File: src/rtl/core/bse_pkg.sv
// Shared constants and types for the battery state-of-charge estimator.
package bse_pkg;

   localparam int MAX_POINTS = 16;
   localparam int ADC_BITS   = 12;
   localparam int PTR_W      = $clog2(MAX_POINTS);

   // Field widths fixed by the interface.
   localparam int MV_W    = 16;
   localparam int PCT_W   = 7;
   localparam int SOC_W   = 15;
   localparam int SUM_W   = 20;
   localparam int GAIN_W  = 32;
   localparam int PROD_W  = SUM_W + GAIN_W;
   localparam int DIVN_W  = PROD_W - 16;
   localparam int DIVD_W  = 16;
   localparam int CSR_W   = 32;
   localparam int CSR_A_W = 2;

   localparam logic [SOC_W-1:0] SOC_FULL = 15'd25600;
   localparam logic [PCT_W-1:0] PCT_MAX  = 7'd100;

   // Configuration register indexes.
   localparam logic [CSR_A_W-1:0] CSR_SAMPLE_COUNT = 2'd0;
   localparam logic [CSR_A_W-1:0] CSR_GAIN         = 2'd1;
   localparam logic [CSR_A_W-1:0] CSR_LOW_LIMIT    = 2'd2;
   localparam logic [CSR_A_W-1:0] CSR_POINTS       = 2'd3;

   // One voltage to percent table point.
   typedef struct packed {
      logic [MV_W-1:0]  mv;
      logic [PCT_W-1:0] pct;
   } tab_entry_type;

endpackage

File: src/rtl/core/battery_soc_estimator.sv
// Top level of the battery state-of-charge estimator.
// The req_ channel carries either an ADC sample (mode 0) or a table point
// write (mode 1). Table writes and all samples but the last of a measurement
// are taken while idle and give no rsp_ transfer. The first sample of each
// measurement is discarded, the next sample_count are summed (a count of zero
// acts as one). The last sample starts the conversion: a multiply, a serial
// divide with a 36-bit quotient for the millivolt value, a walk over the table
// memory and, when interpolating, a second serial divide. The conversion time
// is set by the one-bit-per-cycle divider and the one read port of the table
// memory. Until the result register is loaded, req_ready is low.
// The result waits in the rsp_ output register until it is taken; a stalled
// receiver holds the block in its final state only once a next result is
// ready, and table writes and samples are still taken meanwhile.
// Reset restores the register defaults and starts a fresh measurement; the
// table is not cleared and must be written before use. The csr_ port writes
// one register per cycle and must only be used while the block is idle.
module battery_soc_estimator (
   input  logic                         clock,
   input  logic                         reset,
   input  logic                         req_valid,
   output logic                         req_ready,
   input  logic                         req_mode,
   input  logic [11:0]                  req_adc_code,
   input  logic [3:0]                   req_point_index,
   input  logic [bse_pkg::MV_W-1:0]     req_point_millivolts,
   input  logic [bse_pkg::PCT_W-1:0]    req_point_percent,
   output logic                         rsp_valid,
   input  logic                         rsp_ready,
   output logic [bse_pkg::MV_W-1:0]     rsp_battery_millivolts,
   output logic [bse_pkg::SOC_W-1:0]    rsp_soc_q8,
   output logic                         rsp_battery_low,
   input  logic                         csr_we,
   input  logic [bse_pkg::CSR_A_W-1:0]  csr_index,
   input  logic [bse_pkg::CSR_W-1:0]    csr_wdata
);
   import bse_pkg::*;

   typedef enum logic [3:0] {
      S_IDLE, S_MUL, S_DIV_MV, S_WAIT_MV, S_TAB_FIRST, S_TAB_LAST,
      S_TAB_END, S_TAB_PAIR, S_INTERP, S_WAIT_SOC, S_OUT
   } state_type;

   state_type         state_ff;
   logic [7:0]        count_cfg_ff;
   logic [GAIN_W-1:0] gain_ff;
   logic [SOC_W-1:0]  limit_ff;
   logic [4:0]        points_ff;

   logic [8:0]        cnt_ff;
   logic [SUM_W-1:0]  sum_ff;
   logic [7:0]        n_ff;
   logic [PROD_W-1:0] prod_ff;
   logic [MV_W-1:0]   mv_ff;
   tab_entry_type     hi_ff;
   logic [PTR_W-1:0]  idx_ff;
   logic [MV_W-1:0]   dv_ff, den_ff;
   logic [PCT_W-1:0]  pd_ff;
   logic              up_ff;
   logic [SOC_W-1:0]  base_ff, soc_ff;
   logic [DIVN_W-1:0] num_calc;

   logic              rsp_valid_ff;
   logic [MV_W-1:0]   rsp_mv_ff;
   logic [SOC_W-1:0]  rsp_soc_ff;
   logic              rsp_low_ff;
   logic              rsp_load;

   tab_entry_type     tab_mem [MAX_POINTS];
   tab_entry_type     rd_data_ff;
   logic [PTR_W-1:0]  rd_addr;

   logic              req_fire;
   logic [7:0]        n_cur;
   logic [8:0]        cnt_next;
   logic [PTR_W:0]    np;
   logic [PTR_W-1:0]  last_idx;
   logic [PTR_W:0]    idx_next;
   logic              div_start, div_done;
   logic [DIVN_W-1:0] div_dividend, div_quo;
   logic [DIVD_W-1:0] div_divisor;
   logic [22:0]       interp_prod;
   logic [SOC_W:0]    soc_calc;
   tab_entry_type     wr_entry;

   assign req_ready = (state_ff == S_IDLE);
   assign req_fire  = req_valid && req_ready;
   assign rsp_load  = (state_ff == S_OUT) && (!rsp_valid_ff || rsp_ready);

   // Effective sample count and table length.
   always_comb begin
      n_cur    = (count_cfg_ff == 8'd0) ? 8'd1 : count_cfg_ff;
      cnt_next = cnt_ff + 9'd1;
      if (points_ff < 5'd2) begin
         np = (PTR_W+1)'(2);
      end else if (points_ff > 5'(MAX_POINTS)) begin
         np = (PTR_W+1)'(MAX_POINTS);
      end else begin
         np = (PTR_W+1)'(points_ff);
      end
      last_idx = PTR_W'(np - 1'b1);
      idx_next = {1'b0, idx_ff} + 1'b1;
   end

   // Table memory address follows the walk state.
   always_comb begin
      case (state_ff)
         S_TAB_LAST: rd_addr = last_idx;
         S_TAB_END:  rd_addr = PTR_W'(1);
         S_TAB_PAIR: rd_addr = idx_next[PTR_W-1:0];
         default:    rd_addr = '0;
      endcase
   end

   // Table memory: written by point transfers, read through a registered port.
   always_comb begin
      wr_entry.mv  = req_point_millivolts;
      wr_entry.pct = (req_point_percent > PCT_MAX) ? PCT_MAX : req_point_percent;
   end

   always_ff @(posedge clock) begin
      if (req_fire && req_mode && ({1'b0, req_point_index} < 5'(MAX_POINTS))) begin
         tab_mem[PTR_W'(req_point_index)] <= wr_entry;
      end
      rd_data_ff <= tab_mem[rd_addr];
   end

   // Divider operand selection; the interpolation numerator is rounded up
   // for a falling segment.
   always_comb begin
      interp_prod  = 23'(dv_ff) * 23'(pd_ff);
      num_calc     = DIVN_W'({interp_prod, 8'd0})
                     + (up_ff ? '0 : DIVN_W'(den_ff - 1'b1));
      div_start    = (state_ff == S_DIV_MV) || (state_ff == S_INTERP);
      div_dividend = (state_ff == S_DIV_MV) ? prod_ff[PROD_W-1:16] : num_calc;
      div_divisor  = (state_ff == S_DIV_MV) ? {8'd0, n_ff} : den_ff;
      if (up_ff) begin
         soc_calc = {1'b0, base_ff} + {1'b0, div_quo[SOC_W-1:0]};
      end else begin
         soc_calc = {1'b0, base_ff} - {1'b0, div_quo[SOC_W-1:0]};
      end
   end

   bse_div u_div (
      .clock    (clock),
      .reset    (reset),
      .start    (div_start),
      .dividend (div_dividend),
      .divisor  (div_divisor),
      .done     (div_done),
      .quotient (div_quo)
   );

   // Configuration registers.
   always_ff @(posedge clock) begin
      if (reset) begin
         count_cfg_ff <= 8'd10;
         gain_ff      <= 32'd105600;
         limit_ff     <= 15'd5120;
         points_ff    <= 5'd16;
      end else if (csr_we) begin
         case (csr_index)
            CSR_SAMPLE_COUNT: count_cfg_ff <= csr_wdata[7:0];
            CSR_GAIN:         gain_ff      <= csr_wdata;
            CSR_LOW_LIMIT:    limit_ff     <= csr_wdata[SOC_W-1:0];
            CSR_POINTS:       points_ff    <= csr_wdata[4:0];
            default:          ;
         endcase
      end
   end

   // Sequencer for accumulation, scaling, table walk and result.
   always_ff @(posedge clock) begin
      if (reset) begin
         state_ff     <= S_IDLE;
         cnt_ff       <= '0;
         sum_ff       <= '0;
         rsp_valid_ff <= 1'b0;
      end else begin
         if (rsp_load) begin
            rsp_valid_ff <= 1'b1;
         end else if (rsp_ready) begin
            rsp_valid_ff <= 1'b0;
         end
         case (state_ff)
            S_IDLE: begin
               if (req_fire && !req_mode) begin
                  if (cnt_ff == 9'd0) begin
                     cnt_ff <= 9'd1;
                     sum_ff <= '0;
                  end else begin
                     sum_ff <= sum_ff + SUM_W'(req_adc_code[ADC_BITS-1:0]);
                     cnt_ff <= cnt_next;
                     if (cnt_next > {1'b0, n_cur}) begin
                        n_ff     <= n_cur;
                        state_ff <= S_MUL;
                     end
                  end
               end
            end
            S_MUL: begin
               prod_ff  <= PROD_W'(sum_ff) * PROD_W'(gain_ff);
               cnt_ff   <= '0;
               sum_ff   <= '0;
               state_ff <= S_DIV_MV;
            end
            S_DIV_MV: state_ff <= S_WAIT_MV;
            S_WAIT_MV: begin
               if (div_done) begin
                  if (div_quo[DIVN_W-1:MV_W] != '0) begin
                     mv_ff <= '1;
                  end else begin
                     mv_ff <= div_quo[MV_W-1:0];
                  end
                  state_ff <= S_TAB_FIRST;
               end
            end
            S_TAB_FIRST: state_ff <= S_TAB_LAST;
            S_TAB_LAST: begin
               // Entry 0 is on the read port.
               hi_ff <= rd_data_ff;
               if (mv_ff >= rd_data_ff.mv) begin
                  soc_ff   <= SOC_FULL;
                  state_ff <= S_OUT;
               end else begin
                  state_ff <= S_TAB_END;
               end
            end
            S_TAB_END: begin
               // Last entry in use is on the read port.
               idx_ff <= PTR_W'(1);
               if (mv_ff <= rd_data_ff.mv) begin
                  soc_ff   <= '0;
                  state_ff <= S_OUT;
               end else begin
                  state_ff <= S_TAB_PAIR;
               end
            end
            S_TAB_PAIR: begin
               // Pair of entries idx-1 (held) and idx (read port).
               if ((mv_ff <= hi_ff.mv) && (mv_ff >= rd_data_ff.mv)) begin
                  if (hi_ff.mv == rd_data_ff.mv) begin
                     if (hi_ff.pct < rd_data_ff.pct) begin
                        soc_ff <= {hi_ff.pct, 8'd0};
                     end else begin
                        soc_ff <= {rd_data_ff.pct, 8'd0};
                     end
                     state_ff <= S_OUT;
                  end else begin
                     dv_ff   <= mv_ff - rd_data_ff.mv;
                     den_ff  <= hi_ff.mv - rd_data_ff.mv;
                     base_ff <= {rd_data_ff.pct, 8'd0};
                     up_ff   <= (hi_ff.pct >= rd_data_ff.pct);
                     if (hi_ff.pct >= rd_data_ff.pct) begin
                        pd_ff <= hi_ff.pct - rd_data_ff.pct;
                     end else begin
                        pd_ff <= rd_data_ff.pct - hi_ff.pct;
                     end
                     state_ff <= S_INTERP;
                  end
               end else if (idx_next < np) begin
                  hi_ff  <= rd_data_ff;
                  idx_ff <= idx_next[PTR_W-1:0];
               end else begin
                  soc_ff   <= '0;
                  state_ff <= S_OUT;
               end
            end
            S_INTERP: state_ff <= S_WAIT_SOC;
            S_WAIT_SOC: begin
               if (div_done) begin
                  soc_ff   <= soc_calc[SOC_W-1:0];
                  state_ff <= S_OUT;
               end
            end
            S_OUT: begin
               if (rsp_load) begin
                  rsp_mv_ff    <= mv_ff;
                  rsp_soc_ff   <= soc_ff;
                  rsp_low_ff   <= (soc_ff < limit_ff);
                  state_ff     <= S_IDLE;
               end
            end
            default: state_ff <= S_IDLE;
         endcase
      end
   end

   assign rsp_valid              = rsp_valid_ff;
   assign rsp_battery_millivolts = rsp_mv_ff;
   assign rsp_soc_q8             = rsp_soc_ff;
   assign rsp_battery_low        = rsp_low_ff;
endmodule

File: src/rtl/core/bse_div.sv
// Restoring serial divider, one quotient bit per cycle.
module bse_div (
   input  logic                       clock,
   input  logic                       reset,
   input  logic                       start,
   input  logic [bse_pkg::DIVN_W-1:0] dividend,
   input  logic [bse_pkg::DIVD_W-1:0] divisor,
   output logic                       done,
   output logic [bse_pkg::DIVN_W-1:0] quotient
);
   import bse_pkg::*;

   localparam int STEP_W = $clog2(DIVN_W + 1);

   logic [DIVN_W-1:0] quo_ff, quo_in;
   logic [DIVD_W-1:0] rem_ff, rem_in;
   logic [DIVD_W-1:0] den_ff;
   logic [STEP_W-1:0] step_ff;
   logic              busy_ff, done_ff;
   logic [DIVD_W:0]   rem_sh;
   logic              fits;

   // One trial subtraction per cycle.
   always_comb begin
      rem_sh = {rem_ff, quo_ff[DIVN_W-1]};
      fits   = (rem_sh >= {1'b0, den_ff});
      if (fits) begin
         rem_in = DIVD_W'(rem_sh - {1'b0, den_ff});
      end else begin
         rem_in = rem_sh[DIVD_W-1:0];
      end
      quo_in = {quo_ff[DIVN_W-2:0], fits};
   end

   // Iteration control and datapath registers.
   always_ff @(posedge clock) begin
      if (reset) begin
         busy_ff <= 1'b0;
         done_ff <= 1'b0;
         step_ff <= '0;
      end else begin
         done_ff <= 1'b0;
         if (start) begin
            busy_ff <= 1'b1;
            step_ff <= STEP_W'(DIVN_W - 1);
         end else if (busy_ff) begin
            step_ff <= step_ff - 1'b1;
            if (step_ff == '0) begin
               busy_ff <= 1'b0;
               done_ff <= 1'b1;
            end
         end
      end
      if (start) begin
         quo_ff <= dividend;
         rem_ff <= '0;
         den_ff <= divisor;
      end else if (busy_ff) begin
         quo_ff <= quo_in;
         rem_ff <= rem_in;
      end
   end

   assign done     = done_ff;
   assign quotient = quo_ff;
endmodule
File: config.mk
export PLATFORM = sky130hd
export DESIGN_NAME = battery_soc_estimator
export DESIGN_NICKNAME = d
export VERILOG_FILES = /design/src/rtl/core/bse_pkg.sv /design/src/rtl/core/battery_soc_estimator.sv /design/src/rtl/core/bse_div.sv
export SDC_FILE = /design/constraint.sdc
export NUM_CORES = 2
export LEC_CHECK = 0
export BUFFER_PORTS_ARGS = -buffer_cell sky130_fd_sc_hd__buf_2
export CAP_MARGIN = 10
export CORE_MARGIN = 3
export CORE_UTILIZATION = 55
export CTS_BUF_LIST = sky130_fd_sc_hd__clkbuf_16
export CTS_CLUSTER_DIAMETER = 120
export DETAILED_ROUTE_END_ITERATION = 10
export PLACE_DENSITY_LB_ADDON = 0.15
export SYNTH_ARGS = -nofsm -noshare
export SYNTH_HDL_FRONTEND = slang
export SYNTH_HIERARCHICAL = 1
export SYNTH_SLANG_ARGS = --single-unit
File: constraint.sdc
create_clock -name clock -period 8.04 [get_ports clock]
set_clock_uncertainty 0.2 [all_clocks]
set_input_delay 1.608 -clock clock [delete_from_list [all_inputs] [get_ports clock]]
set_output_delay 1.608 -clock clock [all_outputs]
set_load 0.02 [all_outputs]
======== Yosys cells after proc, flatten, opt, wreduce, memory -nomap -nowiden ========
Memory sizes are Yosys's and may differ from the RTL's. A register that Yosys moved wholly into a read port is not among the register bits.
Index checks and enable logic that the tools add are counted.
operators by class
  $add $sub $neg .......................... 14
  muxes and demuxes ....................... 55
  magnitude comparators ................... 12
  equal/unequal tests ..................... 26
  reductions and logical operators ........ 37
  bitwise logic cells ..................... 4
  $mul .................................... 2
operators with widths
  cell                                                 number
  2-to-1 mux 36 bit                                    4
  2-to-1 mux 15 bit                                    8
  one-hot mux 15 bit (4 select lines)                  1
  multiplier 20 x 32 -> 52 bit                         1
  2-to-1 mux 4 bit                                     12
  subtractor 16 bit                                    3
  2-to-1 mux 23 bit                                    2
  one-hot mux 23 bit (2 select lines)                  1
  one-hot mux 4 bit (11 select lines)                  1
  2-to-1 mux 20 bit                                    2
  one-hot mux 20 bit (2 select lines)                  1
  adder 31 x 36 -> 36 bit                              1
  less-or-equal comparator 16 bit                      2
  multiplier 16 x 7 -> 23 bit                          1
  adder 20 x 12 -> 20 bit                              1
  nonzero test 20 bit                                  1
  2-to-1 mux 9 bit                                     2
  one-hot mux 9 bit (2 select lines)                   1
  greater-or-equal comparator 17 x 16 -> 1 bit         1
  subtractor 16 x 1 -> 17 bit, second input constant   1
  equality test 16 bit                                 1
  equality test 4 x 3 -> 1 bit, second input constant  4
  greater-or-equal comparator 16 bit                   1
  2-to-1 mux 16 bit                                    1
  49 further kinds                                     96
word-level totals
  register bits after elaboration ......... 367
  bits in writable memories ............... 368
  output and inout bits ................... 34
  bits of input ports ..................... 79
  memories kept ........................... 1
  word-level logic and storage cells ...... 182
memory list
  name     words  bits a word  read ports  clocked after memory_dff  wr ports  RTL line                     text
  tab_mem  16     23           1           1                         1         battery_soc_estimator.sv:68  tab_entry_type tab_mem [MAX_POINTS];

======== Depth between registers and ports, before layout ========
  depth after elaboration ................. 7
  gate-level depth with buffers ........... 30
  mapped depth without buffers ............ 29

======== Modules after synthesis ========
The synthesis kept the hierarchy.
by module, submodules not included
  module                 cells each  seq. area each (sq um)  area an instance (sq um)  times used
  battery_soc_estimator  5156        18828.1                 53715.3                   1
  bse_div                374         2042.0                  4207.8                    1

======== Worst setup path before layout ========
Ideal clock, no wire load.
  kind .................................... register -> register
  start ................................... register sum_ff[12]
  end ..................................... register prod_ff[50], data pin
  setup slack ............................. 0.849 ns
  stages on the path, launching flop included .. 27
  period minus slack after synthesis ...... 7.191 ns
  data required time ...................... 7.660 ns
  arrival ................................. 6.811 ns
  library setup time ...................... 0.180 ns
  buffers on the path ..................... 2
  path through ............................ dfxtp_1 clkbuf_1 clkbuf_1 nand2_1 fa_1 inv_1 fa_1 inv_1 fa_1 inv_1 fa_1 fa_1 fa_1 inv_1 fa_1 inv_1 ha_1 a21oi_1 inv_1 o21a_1 o41a_1 a31oi_4 o21ai_4 a21oi_4 a21boi_2 or4_1 o311ai_1
between the ends
  cells in the longest elaborated chain, start to end .. 1
RTL lines
  item                          RTL line                      text
  start, declared               battery_soc_estimator.sv:50   logic [SUM_W-1:0] sum_ff;
  start signal, assigned        battery_soc_estimator.sv:191  sum_ff <= sum_ff + SUM_W'(req_adc_code[ADC_BITS-1:0]);
  multiplier 20 x 32 -> 52 bit  battery_soc_estimator.sv:201  prod_ff <= PROD_W'(sum_ff) * PROD_W'(gain_ff);
  end signal, assigned          battery_soc_estimator.sv:201
  end, declared                 battery_soc_estimator.sv:52   logic [PROD_W-1:0] prod_ff;
Every way passes these cells.
A chain may end at the register's enable or synchronous reset.

======== Final worst setup path ========
  start ................................... register sum_ff[6]
  end ..................................... register prod_ff[50], data pin
Same word-level chain as after synthesis.

==> impl_metrics.ini <==
[logic_synthesis]
async_reset_ff_share_pct = 0
ys_seq_area_share_pct = 36.0
synth_cell_types = 88
ys_warn_count = 6
ys_ff_latch = 742
synth_fp_nets = 6580
syn_inst = 5530
synth_top_flop_cell = edfxtp_1
synth_edf_count = 601
synth_area_per_cell_um2 = 10.5
synth_area_um2 = 57900

[grt]
overflow = 0
grt_antenna_before_repair = 6
grt_usage_pct = 27.8
grt_max_degree = 116
grt_pass1_wl_um = 234000
grt_pass1_vias = 41400

[sta]
slew_viol_final = 0
setup_violations = 0
period_share_pct = 96.2
hold_violations = 0
fmax_mhz = 129
worst_pin_slew_ns = 1.10
hold_slack_ns = 0.229
min_period_ns = 7.73
timing.final.ws_setup_ns = 0.309
setup_tns_ns = 0
relSlewSlack_pct = 26.5

[critical_path]
r2r-end = prod_ff[50]$_DFFE_PP_
path_max_fanout = 14
worst_ep_required_time_ns = 8.32
cp-start-kind = flip-flop
cp-endpoint = prod_ff[50]$_DFFE_PP_
r2r_start = sum_ff[6]$_SDFFE_PP0P_
crit_arrival_ns = 8.01
r2r_slack_ns = 0.31
critPathLaunch = sum_ff[6]$_SDFFE_PP0P_
rr_worst_depth = 21
crit_type = reg2reg
endpoint_kind = flip-flop

[drt]
drt-vias-per-instance = 5.73
drtIter0Drc = 3380
wl_per_cell_um = 21.0
vias = 40400
drc = 0
drt_pre_antenna_iters = 5
antenna_left = 0
wirelength_um = 148000

[power_and_ir_drop]
power.density_nw_per_um2 = 143
ir_drop_mv = 0.231
p_leak_nw = 27.2
power.total_mw = 9.01

[layout]
multi_input_area_um2 = 33300
layout_commonest_cell = nand2_1
antenna_cells = 0
syn2layout_area_growth_pct = 9.08
drive_gt1_share_pct = 9.74
final_nets = 6646
seqCellArea_um2 = 20900
layout_common_cells = 868 x nand2_1, 781 x inv_1, 612 x fa_1
n_fill_cell = 8703
fin_cells = 7046

[clocking]
cts_root_buffer = clkbuf_16
cts_tree = yes
cts.clk_slew.worst_paths_ns = 0.06
cts_max_level = 3
cts_hold_buf = 0
cts.sinks = 742
cts_buffer_depth = 3
clkLatencyLatePin_ns = 0.67
cts-buffers-inserted = 85

[floorplanning]
die_area_um2 = 109000
coreArea_um2 = 104000
die_w_um = 331
rows = 118
die_h_um = 331
ioPinCount = 113
initial_core_util_pct = 55.6

[placement]
dp_hpwl_um = 109000
gp_congestion = 0.922
dp_cells = 6869
port_buffers = 112
dp_slack_ns = 0.237

[min_path]
min_path_cells = 0
hp-class = reg2reg

[run_status]
status = finished clean

[run]
max_cap_violations = 0
[critical path, stage by stage, from the launching register on]
cell	delay, ns
dfxtp_1	0.78
buf_4	0.28
nand2_1	0.08
fa_1	0.50
fa_1	0.58
fa_1	0.46
fa_1	0.54
inv_1	0.05
fa_1	0.45
fa_1	0.51
fa_1	0.41
ha_1	0.33
a21oi_1	0.24
o21ai_0	0.20
nor3_1	0.28
o2111ai_1	0.26
a31oi_4	0.34
o21ai_4	0.17
a21oi_4	0.24
a21boi_2	0.11
or4_1	0.41
o311ai_1	0.11
[state kept, by name, summed over array words and instances, names as in the netlist, 6 cells and up]
name                    cells
tab_mem                   368
prod_ff                    36
u_div/quotient             36
gain_ff                    32
hi_ff                      23
rd_data_ff                 23
sum_ff                     20
den_ff                     16
dv_ff                      16
mv_ff                      16
rsp_battery_millivolts     16
u_div/den_ff               16
u_div/rem_ff               16
limit_ff                   15
rsp_soc_q8                 15
soc_ff                     15
cnt_ff                      9
count_cfg_ff                8
n_ff                        8
base_ff                     7
pd_ff                       7
u_div/step_ff               6
[layout make-up]
type	instances	area share (%)
multi-input cells	3753	52.7
flip-flops and latches	742	33.0
inverters	766	4.55
clock buffers	86	3.41
well taps	1380	2.73
repair buffers	248	2.56
clock inverters	71	1.00
[synth_stat cells (19+ instances only)]
master	count	share of area, %
nand2_1	868	5.6
a21o_1	61	0.79
mux2_2	35	0.68
mux4_2	46	1.8
xor2_1	52	0.79
nor2_1	202	1.3
or2_2	19	0.21
o21bai_1	23	0.30
ha_1	359	7.8
clkbuf_1	240	1.6
nor3_1	49	0.42
o21ai_0	107	0.92
and2_1	384	4.1
or3_1	24	0.26
nand3_1	98	0.85
inv_1	766	5.0
nor2b_1	43	0.46
and3_1	56	0.60
o21a_1	25	0.32
xnor2_1	97	1.5
fa_1	612	21
edfxtp_1	601	31
a31oi_1	35	0.38
dfxtp_1	141	4.9
a21oi_1	205	1.8
a311oi_1	56	0.85
nand2b_1	28	0.30
[worst min path at each step]
stage | startpoint | endpoint | slack, ns
2_1_floorplan | rd_data_ff[10]$_DFF_P_ | hi_ff[10]$_DFFE_PP_ | 0.21
3_3_place_gp | rd_data_ff[19]$_DFF_P_ | hi_ff[19]$_DFFE_PP_ | 0.21
3_5_place_dp | rd_data_ff[18]$_DFF_P_ | hi_ff[18]$_DFFE_PP_ | 0.22
4_1_cts | rd_data_ff[18]$_DFF_P_ | hi_ff[18]$_DFFE_PP_ | 0.23
5_1_grt | rd_data_ff[18]$_DFF_P_ | hi_ff[18]$_DFFE_PP_ | 0.24
6_report | rd_data_ff[18]$_DFF_P_ | hi_ff[18]$_DFFE_PP_ | 0.23
[per-stage QoR]
stage | utilization [%] | cell area (um2)
global placement | 57.9 | 60200
CTS | 60.5 | 63000
floorplan | - | 57900
global route | 60.7 | 63200
finish | 60.7 | 63200
detailed placement | 57.9 | 60200
[what timing repair did]
item                                    CTS  global route
setup buffers                             0            19
gates resized for setup                   0             8
endpoints found under the setup margin    0            11
[cells by family (layout without fill, tap and decap cells)]
group	Yosys count	in the layout	synth area share, %
AO/OA/AOI/OAI	686	686	8.09
XOR/XNOR	149	149	2.25
adder cells (fa/ha/maj)	971	971	28.9
buffers and inverters	1035	1171	6.77
flip-flops	742	742	36.0
multiplexers	98	98	2.77
AND/OR/NAND/NOR	1849	1849	15.2
[layer usage]
layer	vias up	global-route usage [%]	wire, um
met5	-	0	53
met4	8	7.45	3640
met3	234	4.02	9870
met2	1320	44.7	69400
met1	20400	39.8	65200
li1	18400	-	-
[report_power, final]
group	leakage [nW]	switching, mW	internal, mW
clock network	1.41	1.68	2.15
registers	6.54	0.0670	4.20
logic	19.3	0.561	0.350
total	27.2	2.31	6.70
No activity file was read; power rests on OpenSTA's default activity.
